===== src/rtl/core/bba_pkg.sv =====
// shared types, command codes and attack helper functions for the attack generator
// no dependencies; used by every module under rtl/core
package bba_pkg;

  // command codes of a transaction
  typedef enum logic [2:0] {
    CmdKing       = 3'd0,
    CmdKnight     = 3'd1,
    CmdRook       = 3'd2,
    CmdBishop     = 3'd3,
    CmdRookXray   = 3'd4,
    CmdBishopXray = 3'd5
  } cmd_e;

  localparam int unsigned SqW    = 6;
  localparam int unsigned BoardW = 64;

  // control that travels down the pipeline with each transaction
  typedef struct packed {
    logic             valid;
    logic [2:0]       cmd;
    logic [SqW-1:0]   square;
    logic             diag;
  } ctl_t;

  // leaper step tables
  localparam int KingDf[8]   = '{ 1,  1,  0, -1, -1, -1,  0,  1};
  localparam int KingDr[8]   = '{ 0,  1,  1,  1,  0, -1, -1, -1};
  localparam int KnightDf[8] = '{ 1,  2,  2,  1, -1, -2, -2, -1};
  localparam int KnightDr[8] = '{ 2,  1, -1, -2, -2, -1,  1,  2};

  // slider ray directions
  localparam int RookDf[4]   = '{ 1, -1,  0,  0};
  localparam int RookDr[4]   = '{ 0,  0,  1, -1};
  localparam int BishopDf[4] = '{ 1,  1, -1, -1};
  localparam int BishopDr[4] = '{ 1, -1,  1, -1};

  // king or knight attacks from one square, clipped at the board edges
  function automatic logic [BoardW-1:0] leaper_attacks(
    input logic [SqW-1:0] sq,
    input logic           knight
  );
    logic [BoardW-1:0] a;
    int                f;
    int                r;
    a = '0;
    for (int i = 0; i < 8; i++) begin
      f = int'(sq[2:0]) + (knight ? KnightDf[i] : KingDf[i]);
      r = int'(sq[5:3]) + (knight ? KnightDr[i] : KingDr[i]);
      if (f >= 0 && f <= 7 && r >= 0 && r <= 7) begin
        a[SqW'(r * 8 + f)] = 1'b1;
      end
    end
    return a;
  endfunction

  // four independent rays of up to seven steps, each ending on its first blocker
  function automatic logic [BoardW-1:0] slider_attacks(
    input logic [SqW-1:0]    sq,
    input logic [BoardW-1:0] occ,
    input logic              diag
  );
    logic [BoardW-1:0] a;
    logic              stop;
    int                f;
    int                r;
    int                df;
    int                dr;
    a = '0;
    for (int d = 0; d < 4; d++) begin
      df   = diag ? BishopDf[d] : RookDf[d];
      dr   = diag ? BishopDr[d] : RookDr[d];
      f    = int'(sq[2:0]);
      r    = int'(sq[5:3]);
      stop = 1'b0;
      for (int s = 0; s < 7; s++) begin
        f = f + df;
        r = r + dr;
        if (f < 0 || f > 7 || r < 0 || r > 7) begin
          stop = 1'b1;
        end else if (!stop) begin
          a[SqW'(r * 8 + f)] = 1'b1;
          if (occ[SqW'(r * 8 + f)]) begin
            stop = 1'b1;
          end
        end
      end
    end
    return a;
  endfunction

endpackage


===== src/rtl/core/bba_decode.sv =====
// first pipeline stage: captures a transaction, decodes the command, forms leaper attacks
// depends on bba_pkg
module bba_decode (
  input  logic                        clk_i,
  input  logic                        rst_ni,
  input  logic                        accept_i,
  input  logic [2:0]                  cmd_i,
  input  logic [bba_pkg::SqW-1:0]     square_i,
  input  logic [bba_pkg::BoardW-1:0]  occupancy_i,
  input  logic [bba_pkg::BoardW-1:0]  xray_blockers_i,
  output bba_pkg::ctl_t               ctl_o,
  output logic [bba_pkg::BoardW-1:0]  occ_o,
  output logic [bba_pkg::BoardW-1:0]  blk_o,
  output logic [bba_pkg::BoardW-1:0]  leap_o
);

  logic                       valid_q;
  logic [2:0]                 cmd_q;
  logic [bba_pkg::SqW-1:0]    square_q;
  logic                       diag_q;
  logic                       diag_d;
  logic [bba_pkg::BoardW-1:0] occ_q;
  logic [bba_pkg::BoardW-1:0] blk_q;
  logic [bba_pkg::BoardW-1:0] leap_q;
  logic [bba_pkg::BoardW-1:0] leap_d;

  // command decode and leaper attacks
  always_comb begin
    diag_d = 1'b0;
    leap_d = '0;
    unique case (bba_pkg::cmd_e'(cmd_i))
      bba_pkg::CmdKing:       leap_d = bba_pkg::leaper_attacks(square_i, 1'b0);
      bba_pkg::CmdKnight:     leap_d = bba_pkg::leaper_attacks(square_i, 1'b1);
      bba_pkg::CmdBishop,
      bba_pkg::CmdBishopXray: diag_d = 1'b1;
      default:                diag_d = 1'b0;
    endcase
  end

  // valid bit
  always_ff @(posedge clk_i or negedge rst_ni) begin
    if (!rst_ni) begin
      valid_q <= 1'b0;
    end else begin
      valid_q <= accept_i;
    end
  end

  // payload registers
  always_ff @(posedge clk_i) begin
    if (accept_i) begin
      cmd_q    <= cmd_i;
      square_q <= square_i;
      diag_q   <= diag_d;
      occ_q    <= occupancy_i;
      blk_q    <= xray_blockers_i;
      leap_q   <= leap_d;
    end
  end

  assign ctl_o  = '{valid: valid_q, cmd: cmd_q, square: square_q, diag: diag_q};
  assign occ_o  = occ_q;
  assign blk_o  = blk_q;
  assign leap_o = leap_q;

endmodule


===== config.mk =====
export PLATFORM = sky130hd
export DESIGN_NAME = bba_decode
export DESIGN_NICKNAME = d
export VERILOG_FILES = /design/src/rtl/core/bba_pkg.sv /design/src/rtl/core/bba_decode.sv
export SDC_FILE = /design/constraint.sdc
export NUM_CORES = 1
export LEC_CHECK = 0
export BUFFER_PORTS_ARGS = -buffer_cell sky130_fd_sc_hd__buf_2
export CORE_UTILIZATION = 51
export CTS_CLUSTER_DIAMETER = 150
export CTS_CLUSTER_SIZE = 12
export DETAILED_ROUTE_END_ITERATION = 10
export PLACE_DENSITY = 0.94
export REMOVE_ABC_BUFFERS = 1
export SYNTH_ARGS = -nofsm -noshare
export SYNTH_HDL_FRONTEND = slang
export SYNTH_SLANG_ARGS = --single-unit

===== constraint.sdc =====
create_clock -name clk_i -period 1 [get_ports clk_i]
set_input_delay 0 -clock clk_i [delete_from_list [all_inputs] [get_ports clk_i]]
set_output_delay 0 -clock clk_i [all_outputs]
set_load 0.01 [all_outputs]

==> summary.txt, run 1 <==
Floorplanning
  – Top Ports: 343
  – Initial Utilization: 0.5261
  – Die X: 136.0 um
  – Cell Rows: 48
  – Die Height: 136.0 um

Placement
  – IO Port Bufs: 342
  – Post-DP HPWL: 26.52 mm
  – Placer Congestion: 1.186
  – Cell count after placement: 1420

Synth
  – Post-synth EDFFs: 202
  – Ys flop type: edfxtp_1
  – #FFs+latches synth: 203
  – Sequential fraction of the synthesis area: 0.6647
  – Top cell type's share of synthesized area: 0.6619
  – Post-synth top area cell: edfxtp_1
  – Cells after Synth: 658
  – Largest cells by area after synthesis: edfxtp_1 66%, ha_1 3.8%, nor2_1 2.8%, nand2_1 1.6%, o32ai_1 1.6%
  – Most common cell in the synthesized netlist: edfxtp_1
  – Warnings, synthesis: 0
  – Cell area after synthesis: 0.009164 sq mm
  – Avg Inst Size Synth: 13.93 sq um
  – Async SR Flop Fraction: 0.004926
  – Post-synth top cells: 202 x edfxtp_1, 69 x nor2_1, 40 x nand2_1
  – Yosys cell types: 83

CTS
  – Num CTS Buffers: 20
  – Clk sinks: 203
  – Max Root-Sink Buffers: 3
  – Root Buffer Master: clkbuf_16
  – H-tree Lvls: 1

GRT
  – Largest net degree at the start of global routing: 33
  – GRT Residual Overflow: 40
  – Total GRT Usage: 0.6715

Outcome
  – Failing step: 5_1_grt
  – Stop err: [ERROR GRT-0232] Routing congestion too high. Check the congestion heatmap in the GUI.
  – Status: aborted with a tool error
stage by stage:
stage          TNS (ns)  utilization  area [sq um]  setup WS (ns)  hold WS (ns)
4_1_cts          -36.05       0.8722         15190         -1.167       0.02352
3_5_place_dp     -59.24       0.7286         12690         -1.983       -0.2147
3_3_place_gp     -55.34       0.7286         12690         -1.839       -0.2246
2_1_floorplan    -57.56            -          9154         -2.120       -0.2956
layer usage:
layer	global-route usage	GRT overflow
met1	0.6635	0
met3	0.5086	0
met5	0.2528	0
met4	0.6358	12
met2	0.8624	28
kinds of logic after synthesis:
kind of cell,synth area share
other cells,0.0004092
flops,0.6647
simple gates,0.1193
xor+xnor,0.01761
fa+ha+maj,0.05134
compound gates,0.1259
buf+inv,0.02075
timing repair:
| item | 4_1_cts |
|---|---|
| buffers inserted | 10 |
| hold endpoints to repair | 149 |
| pin swaps | 53 |
| hold buffers | 137 |
| gates cloned | 0 |
| gates resized for setup | 114 |
| setup endpoints to repair | 138 |
==> run 2: changes to the inputs <==
--- a/config.mk
+++ b/config.mk
@@ -6,11 +6,9 @@
 export NUM_CORES = 1
 export LEC_CHECK = 0
 export BUFFER_PORTS_ARGS = -buffer_cell sky130_fd_sc_hd__buf_2
-export CORE_UTILIZATION = 51
-export CTS_CLUSTER_DIAMETER = 150
-export CTS_CLUSTER_SIZE = 12
+export CORE_UTILIZATION = 36
 export DETAILED_ROUTE_END_ITERATION = 10
-export PLACE_DENSITY = 0.94
+export PLACE_DENSITY_LB_ADDON = 0.15
 export REMOVE_ABC_BUFFERS = 1
 export SYNTH_ARGS = -nofsm -noshare
 export SYNTH_HDL_FRONTEND = slang
==> run 2 against run 1 <==
Against the previous run:
- the flow now finishes, with violations (setup timing)
- synthesized area stayed put
- synthesized cell count did not move
==> summary.txt, run 2 <==
Synth
  – Most common cell in the synthesized netlist: edfxtp_1
  – Top cell type's share of synthesized area: 0.6619
  – #FFs+latches synth: 203
  – Warnings, synthesis: 0
  – Async SR Flop Fraction: 0.004926
  – Ys flop type: edfxtp_1
  – Post-synth EDFFs: 202
  – Yosys cell types: 83
  – Cell area after synthesis: 0.009164 sq mm
  – Cells after Synth: 658
  – Post-synth top cells: 202 x edfxtp_1, 69 x nor2_1, 40 x nand2_1
  – Largest cells by area after synthesis: edfxtp_1 66%, ha_1 3.8%, nor2_1 2.8%, nand2_1 1.6%, o32ai_1 1.6%
  – Avg Inst Size Synth: 13.93 sq um
  – Post-synth top area cell: edfxtp_1
  – Sequential fraction of the synthesis area: 0.6647

GRT
  – GRT Residual Overflow: 0
  – Largest net degree at the start of global routing: 57
  – First-pass GRT wire length: 51.72 mm
  – Initial antenna violation count: 2
  – Vias in the first global route: 8885
  – Total GRT Usage: 0.2611

STA
  – Final hold violations: 0
  – Setup ws final: -1.219 ns
  – Relative slew slack: 0.5803
  – Final worst path period share: 2.219
  – Setup_tns: -36.30 ns
  – Fmax: 450.6 MHz
  – Final setup violation count: 96
  – RSZ-0062 raised after global routing: true
  – Least-Margin Pin Slew: 0.6272 ns
  – Tmin final: 2.219 ns
  – Final max-slew violation count: 0

Final layout
  – Layout cells sized above 1: 0.5004
  – Most frequent cells in the layout: 330 x buf_2, 202 x edfxtp_1, 201 x buf_4
  – FF+latch area: 0.006091 sq mm
  – Area grow syn2layout: 73.58%
  – Final #Nets: 1571
  – Commonest non-fill, non-tap cell in the layout: buf_2
  – Fill cells: 2013
  – Fin util: 0.6335
  – Area of the multi-input gates: 0.003593 sq mm

Worst hold path
  – Hold Crit Depth: 3
  – Hold Path Origin: square_i[4]
  – Worst hold path class: in -> reg
  – WHS Endpoint: square_q[4]

Outcome
  – Status: complete, but fails checks
  – Violated checks: setup timing

Flow run
  – Total of max-cap violations: 0

Route
  – Met1 Wirelength: 12.79 mm
  – DR vias: 8755
  – Met3 wire len: 2.553 mm
  – # DRC: 0
  – Total wire length: 34.93 mm
  – Avg WL per Cell: 20.04 um
  – Antenna Nets Post-Route: 0
  – Drt pass-1 iters: 5
  – Iteration-0 DRC Markers: 680
  – DR vias/cell: 5.023
  – DR WL met2: 18.26 mm
  – Highest routed layer: met4

Placement
  – Post-DP HPWL: 25.29 mm
  – Placer Congestion: 0.9798
  – IO Port Bufs: 342

Pwr
  – Int Pwr: 16.61 mW
  – Switch share: 0.2679
  – VDD IR max: 1.236 mV
  – Logic pwr share: 0.242
  – Clock share of power: 0.307
  – PwrDens: 1426 mW/mm^2
  – Design Power: 22.69 mW
  – Sequential power share: 0.452
  – Leak pwr: 6.647 nW
  – P_sw: 6.078 mW

CTS
  – Root Buffer Master: clkbuf_16
  – Clk sinks: 203
  – Max Root-Sink Buffers: 3
  – Worst-path clk slew: 0.06 ns
  – Num CTS Buffers: 21
  – H-tree Lvls: 1
  – CTS tree: done

Floorplanning
  – Cell Rows: 58
  – Die X: 161.5 um
  – Die area: 0.02610 sq mm
  – Initial Utilization: 0.3650
  – Die Height: 161.5 um
  – Core footprint: 0.02511 sq mm
  – Top Ports: 343

Setup path
  – Worst Path Required: 1.21 ns
  – Setup crit start kind: input port
  – Crit path max fanout: 7
  – Setup crit end kind: register
  – Critical Path AT: 2.43 ns
  – Critical path type: in -> reg
## run 2: cell counts after synthesis
Identical to the previous run, type by type.
## run 2: kinds of logic (layout without fill, tap and decap cells)
family,Yosys count,after routing,synth area share
AO/OA/AOI/OAI,146,146,0.1259
XOR/XNOR,12,12,0.01761
adder cells (fa/ha/maj),34,34,0.05134
buffers and inverters,44,766,0.02075
flip-flops,203,203,0.6647
other,1,34,0.0004092
AND/OR/NAND/NOR,218,218,0.1193
## run 2: power by group through the flow
stage               Clock [mW]  Combinational (mW)  Sequential (mW)
finish                    6.96                5.49             10.2
global route              7.42                5.80             10.3
CTS                       7.08                5.20             10.2
detailed placement           0                4.15             10.4
global placement             0                4.15             10.4
floorplan                    0                1.18             10.8
## run 2: final cells by class
cell class,count,area share
antenna,2,0.0003146
clock buffer,27,0.03445
clock inverter,10,0.002753
inverter,17,0.004956
multi-input combinational,442,0.2259
sequential,203,0.3829
tap,330,0.02596
timing repair buffer,712,0.3227
## run 2: worst max-delay path by stage
stage                            from    endpoint  slack, ns  cells after the start
after global routing      square_i[1]  leap_o[13]      -1.29                     17
after CTS                 square_i[1]  leap_o[26]      -1.21                     15
after floorplan           square_i[1]  leap_o[26]      -2.12                     12
after global placement    square_i[1]  leap_o[26]      -1.96                     15
final                     square_i[1]  leap_o[13]      -1.22                     17
after detailed placement  square_i[1]  leap_o[26]      -2.03                     15
## run 2: timing repair
| action | 4_1_cts | 5_1_grt |
|---|---|---|
| cloned | 0 | 0 |
| hold buffers | 138 | 0 |
| pin swaps | 38 | 33 |
| gates resized for setup | 119 | 47 |
| setup buffers | 25 | 4 |
| hold endpoints to repair | 142 | 0 |
| setup endpoints to repair | 144 | 251 |
## run 2: layer usage
metal | global-route usage | vias up
li1 | - | 4052
met1 | 0.3059 | 4171
met2 | 0.4749 | 430
met3 | 0.03852 | 102
met4 | 0.1098 | 0
met5 | 0 | -
## run 2: metrics by stage
stage          setup WS [ns]  cell area, sq um  instances  hold slack (ns)
5_1_grt               -1.295             15910       1743          0.04256
4_1_cts               -1.210             15640       1737          0.03144
3_5_place_dp          -2.031             12920       1537          -0.2241
6_report              -1.219             15910       1743          0.04188
2_1_floorplan         -2.120              9154        662          -0.2956
3_3_place_gp          -1.956             12920       1537          -0.2248
## run 2: worst max-delay path: stages
cell,delay [ns]
buf_8,0.11
inv_8,0.06
ha_4,0.16
nand2_4,0.06
inv_4,0.07
ha_4,0.13
inv_4,0.03
fa_2,0.34
buf_6,0.13
xnor2_2,0.15
a211oi_2,0.07
buf_4,0.15
a311oi_2,0.25
buf_6,0.19
nor3_2,0.07
o31ai_2,0.28
o2111ai_2,0.17
No activity file was read; power rests on OpenSTA's default activity.
==> run 3: changes to the inputs <==
--- a/config.mk
+++ b/config.mk
@@ -6,9 +6,10 @@
 export NUM_CORES = 1
 export LEC_CHECK = 0
 export BUFFER_PORTS_ARGS = -buffer_cell sky130_fd_sc_hd__buf_2
-export CORE_UTILIZATION = 36
+export CORE_UTILIZATION = 53
 export DETAILED_ROUTE_END_ITERATION = 10
 export PLACE_DENSITY_LB_ADDON = 0.15
+export RECOVER_POWER = 50
 export REMOVE_ABC_BUFFERS = 1
 export SYNTH_ARGS = -nofsm -noshare
 export SYNTH_HDL_FRONTEND = slang
==> run 3 against run 2 <==
Against the previous run:
- the flow now stops in 5_1_grt
- synthesized area unchanged
- synthesized cell count unchanged
==> summary.txt, run 3 <==
Outcome
  – Status: aborted with a tool error
  – Failing step: 5_1_grt
  – Stop err: [ERROR GRT-0232] Routing congestion too high. Check the congestion heatmap in the GUI.

Synth
  – Ys flop type: edfxtp_1
  – Sequential fraction of the synthesis area: 0.6647
  – Post-synth EDFFs: 202
  – Mux share of post-synthesis cell area: 0
  – Warnings, synthesis: 0
  – #FFs+latches synth: 203
  – Main combinational cell family by area after synthesis: compound AO/OA/AOI/OAI gates
  – Top cell type's share of synthesized area: 0.6619
  – Xor and xnor area share after synthesis: 0.01761
  – Most common cell in the synthesized netlist: edfxtp_1
  – Avg Inst Size Synth: 13.93 sq um
  – Cell area after synthesis: 0.009164 sq mm
  – Post-synth top cells: 202 x edfxtp_1, 69 x nor2_1, 40 x nand2_1
  – Cells after Synth: 658
  – Async SR Flop Fraction: 0.004926
  – Compound-Gate Fraction of Synth Area: 0.1259
  – Post-synth top area cell: edfxtp_1
  – Yosys cell types: 83
  – Post-synthesis adder-cell area fraction: 0.05134
  – Synth Area in Simple Gates: 0.1193
  – Largest cells by area after synthesis: edfxtp_1 66%, ha_1 3.8%, nor2_1 2.8%, nand2_1 1.6%, o32ai_1 1.6%

STA
  – Worst_ep grt: leap_o[16]$_DFFE_PP_/D
  – Worst-path end type: register data pin

Placement
  – Post-DP HPWL: 24.34 mm
  – Dpl cell area: 0.01261 sq mm
  – Placer Congestion: 1.075
  – IO Port Bufs: 342

CTS
  – H-tree Lvls: 1
  – Max Root-Sink Buffers: 3
  – Num CTS Buffers: 21
  – Clk sinks: 203
  – Root Buffer Master: clkbuf_16

GRT
  – Largest net degree at the start of global routing: 38
  – Total GRT Usage: 0.7087
  – GRT Residual Overflow: 12
  – Initial antenna violation count: 14

Floorplanning
  – Top Ports: 343
  – Die X: 133.5 um
  – Cell Rows: 47
  – Die Height: 133.5 um
  – Initial Utilization: 0.5468
==> run 3: cell counts after synthesis <==
No cell type changed its count.
==> run 3: metrics by stage <==
step	worst slack [ns]	utilization	instances
detailed placement	-1.988	0.7524	1408
floorplan	-2.120	-	662
global placement	-1.947	0.7524	1408
CTS	-1.117	0.9132	1596
==> run 3: timing repair <==
action	4_1_cts
setup buffers	14
resized for setup	126
setup endpoints to repair	118
hold endpoints to repair	144
pin swaps	45
hold buffers	138
==> run 3: logic make-up after synthesis <==
| family | count (synthesis) |
|---|---|
| and+or+nand+nor | 218 |
| DFF | 203 |
| adders and majority gates | 34 |
| buffers and inverters | 44 |
| AOI/OAI and AO/OA | 146 |
| xor gates and xnor gates | 12 |
| other | 1 |
==> run 3: per-layer routing <==
metal | track usage | overflow
met1 | 0.6747 | 0
met2 | 0.9317 | 6
met3 | 0.5434 | 0
met4 | 0.6989 | 6
met5 | 0.1806 | 0
